`src/hdl/hds_pkg.sv`:
```
`timescale 1ns / 1ps
`default_nettype none

package hds_pkg;

   localparam int MAX_ROWS = 64;
   localparam int MAX_COLS = 64;
   localparam int ROW_W    = 6;
   localparam int COL_W    = 6;
   localparam int ADDR_W   = 1 + ROW_W + COL_W;
   localparam int DEPTH    = 2 ** ADDR_W;
   localparam int VAL_W    = 24;
   localparam int ACC_W    = 28;
   localparam int RATIO_W  = 15;
   localparam int PROD_W   = ACC_W + RATIO_W + 1;
   localparam int SUM_W    = ACC_W + 1;
   localparam int DIM_W    = 7;
   localparam int FRAC_SH  = 16;

   localparam logic [RATIO_W-1:0] RATIO_MAX   = RATIO_W'(16384);
   localparam logic [RATIO_W-1:0] RATIO_RESET = RATIO_W'(6554);
   localparam logic [DIM_W-1:0]   DIM_MIN     = DIM_W'(3);
   localparam logic [DIM_W-1:0]   ROWS_MAX    = DIM_W'(MAX_ROWS);
   localparam logic [DIM_W-1:0]   COLS_MAX    = DIM_W'(MAX_COLS);

   // operation codes
   localparam logic [1:0] OP_LOAD    = 2'd0;
   localparam logic [1:0] OP_COMPUTE = 2'd1;
   localparam logic [1:0] OP_KEEP    = 2'd2;
   localparam logic [1:0] OP_ADVANCE = 2'd3;

   // edge kinds
   localparam logic [2:0] KIND_INTERIOR  = 3'd0;
   localparam logic [2:0] KIND_LAST_ROW  = 3'd1;
   localparam logic [2:0] KIND_FIRST_ROW = 3'd2;
   localparam logic [2:0] KIND_LAST_COL  = 3'd3;
   localparam logic [2:0] KIND_FIRST_COL = 3'd4;

   // register indexes
   localparam logic [1:0] CSR_RATIO = 2'd0;
   localparam logic [1:0] CSR_ROWS  = 2'd1;
   localparam logic [1:0] CSR_COLS  = 2'd2;

   // stencil terms in read order
   localparam logic [2:0] TERM_C  = 3'd0;
   localparam logic [2:0] TERM_UP = 3'd1;
   localparam logic [2:0] TERM_DN = 3'd2;
   localparam logic [2:0] TERM_LF = 3'd3;
   localparam logic [2:0] TERM_RT = 3'd4;

   typedef enum logic [2:0] {
      ALU_NOP,
      ALU_INIT,
      ALU_ADD1,
      ALU_ADD2,
      ALU_MUL
   } alu_cmd_type;

   typedef struct packed {
      alu_cmd_type        cmd;
      logic [RATIO_W-1:0] ratio;
   } alu_ctl_type;

   typedef enum logic [2:0] {
      ST_IDLE,
      ST_EXEC,
      ST_READ,
      ST_DRAIN,
      ST_MUL,
      ST_FIN,
      ST_KEEP
   } state_type;

endpackage

`default_nettype wire

```
`src/hdl/hds_alu.sv`:
```
`timescale 1ns / 1ps
`default_nettype none

module hds_alu (
   input  wire logic                               clock,
   input  wire hds_pkg::alu_ctl_type               ctl,
   input  wire logic signed [hds_pkg::VAL_W-1:0]   operand,
   output logic signed      [hds_pkg::VAL_W-1:0]   result
);

   logic signed [hds_pkg::ACC_W-1:0]  acc_ff, acc_in;
   logic signed [hds_pkg::VAL_W-1:0]  center_ff, center_in;
   logic signed [hds_pkg::PROD_W-1:0] prod_ff, prod_in;
   logic signed [hds_pkg::ACC_W-1:0]  term;
   logic signed [hds_pkg::PROD_W-1:0] ratio_ext;
   logic signed [hds_pkg::PROD_W-1:0] rnd_full;
   logic signed [hds_pkg::ACC_W-1:0]  rnd;
   logic signed [hds_pkg::SUM_W-1:0]  sum;

   localparam logic signed [hds_pkg::PROD_W-1:0] HALF_LSB =
      hds_pkg::PROD_W'(2 ** (hds_pkg::FRAC_SH - 1));
   localparam logic signed [hds_pkg::SUM_W-1:0] SAT_HI =
      hds_pkg::SUM_W'(2 ** (hds_pkg::VAL_W - 1) - 1);
   localparam logic signed [hds_pkg::SUM_W-1:0] SAT_LO =
      -hds_pkg::SUM_W'(2 ** (hds_pkg::VAL_W - 1));

   always_comb begin
      acc_in    = acc_ff;
      center_in = center_ff;
      prod_in   = prod_ff;
      term      = hds_pkg::ACC_W'(operand);
      ratio_ext = $signed(hds_pkg::PROD_W'(ctl.ratio));
      case (ctl.cmd)
         hds_pkg::ALU_INIT: begin
            center_in = operand;
            acc_in    = -(term <<< 2);
         end
         hds_pkg::ALU_ADD1: acc_in = acc_ff + term;
         hds_pkg::ALU_ADD2: acc_in = acc_ff + (term <<< 1);
         hds_pkg::ALU_MUL:  prod_in = hds_pkg::PROD_W'(acc_ff) * ratio_ext;
         default: ;
      endcase
   end

   always_ff @(posedge clock) begin
      acc_ff    <= acc_in;
      center_ff <= center_in;
      prod_ff   <= prod_in;
   end

   // round half up, drop the fraction, add back the center, saturate
   always_comb begin
      rnd_full = prod_ff + HALF_LSB;
      rnd      = $signed(rnd_full[hds_pkg::PROD_W-1:hds_pkg::FRAC_SH]);
      sum      = hds_pkg::SUM_W'(center_ff) + hds_pkg::SUM_W'(rnd);
      if (sum > SAT_HI) begin
         result = hds_pkg::VAL_W'(SAT_HI);
      end else if (sum < SAT_LO) begin
         result = hds_pkg::VAL_W'(SAT_LO);
      end else begin
         result = sum[hds_pkg::VAL_W-1:0];
      end
   end

endmodule

`default_nettype wire

```
`config.mk`:
```
export PLATFORM = sky130hd
export DESIGN_NAME = hds_alu
export DESIGN_NICKNAME = d
export VERILOG_FILES = /design/src/hdl/hds_pkg.sv /design/src/hdl/hds_alu.sv
export SDC_FILE = /design/constraint.sdc
export NUM_CORES = 1
export LEC_CHECK = 0
export BUFFER_PORTS_ARGS = -buffer_cell sky130_fd_sc_hd__buf_2
export CAP_MARGIN = 20
export CELL_PAD_IN_SITES_DETAIL_PLACEMENT = 1
export CELL_PAD_IN_SITES_GLOBAL_PLACEMENT = 1
export CORE_MARGIN = 2
export CORE_UTILIZATION = 50
export DETAILED_ROUTE_END_ITERATION = 6
export PLACE_DENSITY = 0.86
export SLEW_MARGIN = 20
export SYNTH_ARGS = -nofsm -noshare
export SYNTH_HDL_FRONTEND = slang
export SYNTH_SLANG_ARGS = --single-unit
```
`constraint.sdc`:
```
create_clock -name clock -period 7.7 [get_ports clock]
set_input_delay 0.77 -clock clock [delete_from_list [all_inputs] [get_ports clock]]
set_output_delay 0.77 -clock clock [all_outputs]
set_load 0.02 [all_outputs]
```
==> results.md <==
Global route:
- The via count of the first global-routing pass was 20,460.
- Entering global routing, the biggest net connects 44 pins.
- The first-pass GRT wire length is 113,000 um.
- The initial antenna violation count is 4.
- The total routing resource utilization after global routing is 33.6%.
- The total congestion overflow after global routing is 0.

Floorplan:
- From left edge to right edge, the die measures 213 um.
- The overall die area is 0.0453 mm2.
- The floorplan step set the die height to 213 um.
- The boundary pin count is 67.
- Once the floorplan was initialized, standard cells occupied 50.6% of the core.
- The region available for standard cell placement spans 0.0431 mm2.
- Row generation in the floorplan step produced 76 rows.

Worst setup path:
- The path type of the worst setup path is reg2reg.
- The kind of cell adding the most delay to the critical path is adder cells.
- The critical path's largest stage delay is 0.91 ns.
- In this run the register-to-register setup slack is 0.36 ns.
- STA classifies the critical path startpoint as a register.
- The endpoint kind of the worst setup timing path is a register.
- The critical path contains buffers and inverters numbering 6 combined.
- The critical path required time is 7.83 ns.
- The endpoint arrival time on the critical path is 7.47 ns.
- The cell repeated most along the worst path is sky130_fd_sc_hd__fa_1.
- The source of the critical timing path is acc_ff[7].
- The source of the worst register-to-register timing path is acc_ff[7].
- Along the worst path, the maximum fanout reaches 14.
- The slowest stage cell on the critical path is sky130_fd_sc_hd__edfxtp_1.
- The critical path goes through nand2_1 -> fa_1 -> inv_1 -> fa_1 -> inv_1 -> fa_1 -> inv_1 -> fa_1 -> fa_1 -> inv_1 -> fa_1 -> inv_1 -> ha_1 -> a21o_1 -> a21o_1 -> a21o_1 -> a221o_1 -> a21oi_2 -> buf_4 -> a31oi_1 -> o221a_2 -> a21oi_1 -> o21bai_1 -> xor2_1.
- The endpoint identified for the worst register-to-register timing path is prod_ff[36].
- For the worst flop-to-flop path, the logic depth is 24.

Placed design:
- The count of buffers added on input and output ports is 66.
- The area of placed instances is 0.0228 mm2.
- Routability-driven placement finished with a final weighted congestion of 0.912.
- Summed over all nets, the half-perimeter wirelength after detailed placement is 58,900 um.

Drt:
- The via count of the routed design is 17,616.
- The violation count after the first detailed-route iteration is 1,214.
- In the routed design, unresolved DRC markers number 0.
- The ratio of routed vias to standard cells is 5.85.
- The number of antenna-violating nets in the routed design is 0.
- Wires add up to 71,900 um.
- The first TritonRoute pass finished after 5 iterations.
- The wire length per cell after detailed routing is 23.9 um.

Min path:
- The worst hold path belongs to the class in2reg.
- The startpoint identified for the worst hold timing path is operand[19].
- The number of stages on the worst hold path is 1.
- The destination of the worst hold path is center_ff[19].

Yosys:
- The number of distinct standard cells referenced by the synthesized netlist is 71.
- The register area share after synthesis is 11.2%.
- Yosys mapped a number of flops with a built-in enable equal to 81.
- The proportion of register bits with asynchronous set or reset after synthesis is 0%.
- The number of nets handed over by synthesis was 3,021.
- The synthesized design contains 81 register bits.
- The most used flip-flop cell after synthesis is sky130_fd_sc_hd__edfxtp_1.
- In this run the cell area of the synthesized design comes to 0.0218 mm2.
- The count of warnings emitted by yosys is 0.
- A synthesized cell averages 9.12 um2.
- The cell count after synthesis is 2,391.

Timing:
- The post-route clock skew is 0.00696 ns.
- The final-report max-slew violation count was 0.
- The normalized max-slew margin is 29.1%.
- Final hold analysis gives a worst-case slack of 0.741 ns.
- The total setup violations reported at the end of the flow is 0.
- Timing would allow up to 0.136 GHz.
- The sum of negative setup slack is 0 ns.
- The share of the clock period used by the worst path after layout is 95.3%.
- At the pin with the least slew margin, the transition time is 1.06 ns.
- After layout, the minimum clock period comes to 7.34 ns.
- The hold violation count in the final report is 0.
- Setup repair after global routing left no endpoint under its margin.

Clock network:
- The number of buffers created by CTS is 9.
- The CTS tree is built.
- After clock tree synthesis, the clock-pin slew on the worst setup and hold paths is 0.07 ns.
- The maximum count of clock buffers along a single path is 2.
- The clock latency on the worst-skew pair is 0.39 ns.
- The number of setup buffers added after CTS is 0.
- The clock root buffer master is sky130_fd_sc_hd__clkbuf_16.
- CTS saw 81 sinks.
- The level count of the clock H-tree is 3.

Final layout:
- In the final layout, the multi-input gates occupy 0.0173 mm2.
- The sequential cell area in the final layout is 0.00243 mm2.
- In the final design database the tool counted 3,051 nets.
- The fraction of layout cells with a size suffix above 1 is 6.14%.
- Once layout is done, the placed cells without fillers occupy 0.0231 mm2.
- Fill cells in the final layout number 4,977.
- Relative to the synthesized area, the layout overhead comes to 6.05%.

Job:
- The max-cap violation count is 0.

Status:
- The run finished with clean final reports.
placed cells by master, fill, tap and decap left out, drive strengths merged, types with 66 or more instances in the layout:
| cell type | count |
|---|---|
| a21oi | 93 |
| and2 | 196 |
| buf | 107 |
| edfxtp | 81 |
| fa | 404 |
| ha | 183 |
| inv | 454 |
| nand2 | 293 |
| nor2 | 85 |
| o21ai | 80 |
| xnor2 | 82 |
| xor2 | 66 |
metal layers:
| metal | share of wire [%] | vias to the layer above | wire length, um | track usage, % |
|---|---|---|---|---|
| met5 | 0.045 | - | 32 | 0 |
| met3 | 7.9 | 247 | 5640 | 7.37 |
| li1 | - | 7581 | - | - |
| met2 | 49 | 764 | 35200 | 57.2 |
| met1 | 37 | 9020 | 26600 | 39.2 |
| met4 | 6.2 | 4 | 4460 | 19.5 |
worst max-delay path by stage:
stage                     depth (start not counted)     endpoint  slack, ns
after floorplan                                  23  prod_ff[38]       0.61
after global placement                           24  prod_ff[38]       0.26
after detailed placement                         25  prod_ff[38]       0.11
after CTS                                        24  prod_ff[38]       0.36
after global routing                             22  prod_ff[38]       0.08
final                                            24  prod_ff[36]       0.36
cell families (layout without fill, tap and decap cells):
kind of cell	count (synthesis)	after routing	share of synthesized area [%]
adder cells (fa/ha/maj)	587	587	47.6
XOR/XNOR	148	148	5.98
buffers and inverters	541	575	9.42
AND/OR/NAND/NOR	701	701	15.8
AO/OA/AOI/OAI	331	331	9.99
multiplexers	2	2	0.0918
flip-flops	81	81	11.2
other	0	2	0
metrics by stage:
step	utilization, %	instances	setup WS (ns)
floorplan	-	2391	0.613
global placement	53.0	2995	0.257
detailed placement	53.0	2995	0.111
CTS	53.7	3010	0.358
global route	53.7	3012	0.0815
finish	53.7	3012	0.362
registers in the layout, summed over array words and instances, names as in the netlist:
signal	cells
center_ff	24
prod_ff	29
acc_ff	28
cell type report:
type                            count  area share [%]
Antenna cell                        2          0.0216
Clock buffer                       10           0.990
Clock inverter                      5           0.243
Inverter                          453            7.35
Multi-Input combinational cell   1769            75.0
Sequential cell                    81            10.5
Tap cell                          585            3.16
Timing Repair Buffer              107            2.76
synthesized netlist by cell type, types with 8 or more instances:
cell type | number | area share (%)
sky130_fd_sc_hd__inv_1 | 453 | 7.8
sky130_fd_sc_hd__fa_1 | 404 | 37
sky130_fd_sc_hd__nand2_1 | 293 | 5.0
sky130_fd_sc_hd__and2_1 | 196 | 5.6
sky130_fd_sc_hd__ha_1 | 183 | 10
sky130_fd_sc_hd__a21oi_1 | 88 | 2.0
sky130_fd_sc_hd__nor2_1 | 85 | 1.5
sky130_fd_sc_hd__clkbuf_1 | 81 | 1.4
sky130_fd_sc_hd__edfxtp_1 | 81 | 11
sky130_fd_sc_hd__xnor2_1 | 81 | 3.3
sky130_fd_sc_hd__xor2_1 | 66 | 2.7
sky130_fd_sc_hd__a21o_1 | 52 | 1.8
sky130_fd_sc_hd__o21ai_0 | 51 | 1.2
sky130_fd_sc_hd__nand3_1 | 30 | 0.69
sky130_fd_sc_hd__o21ai_1 | 27 | 0.62
sky130_fd_sc_hd__a211oi_1 | 18 | 0.62
sky130_fd_sc_hd__o21bai_1 | 17 | 0.59
sky130_fd_sc_hd__nor3_1 | 15 | 0.34
sky130_fd_sc_hd__and3_1 | 14 | 0.40
sky130_fd_sc_hd__nand4_1 | 13 | 0.37
sky130_fd_sc_hd__nor2b_1 | 12 | 0.34
sky130_fd_sc_hd__nand2b_1 | 11 | 0.32
sky130_fd_sc_hd__a31oi_1 | 8 | 0.23
timing repair:
item                                    CTS  global route
resized for setup                         0             1
endpoints found under the setup margin    0             1
hold buffers                              0             0
endpoints found under the hold margin     0             0
Power is left out: the tool's default activity adds up to more than one toggle a clock period on the data nets, which glitch-free logic cannot reach.
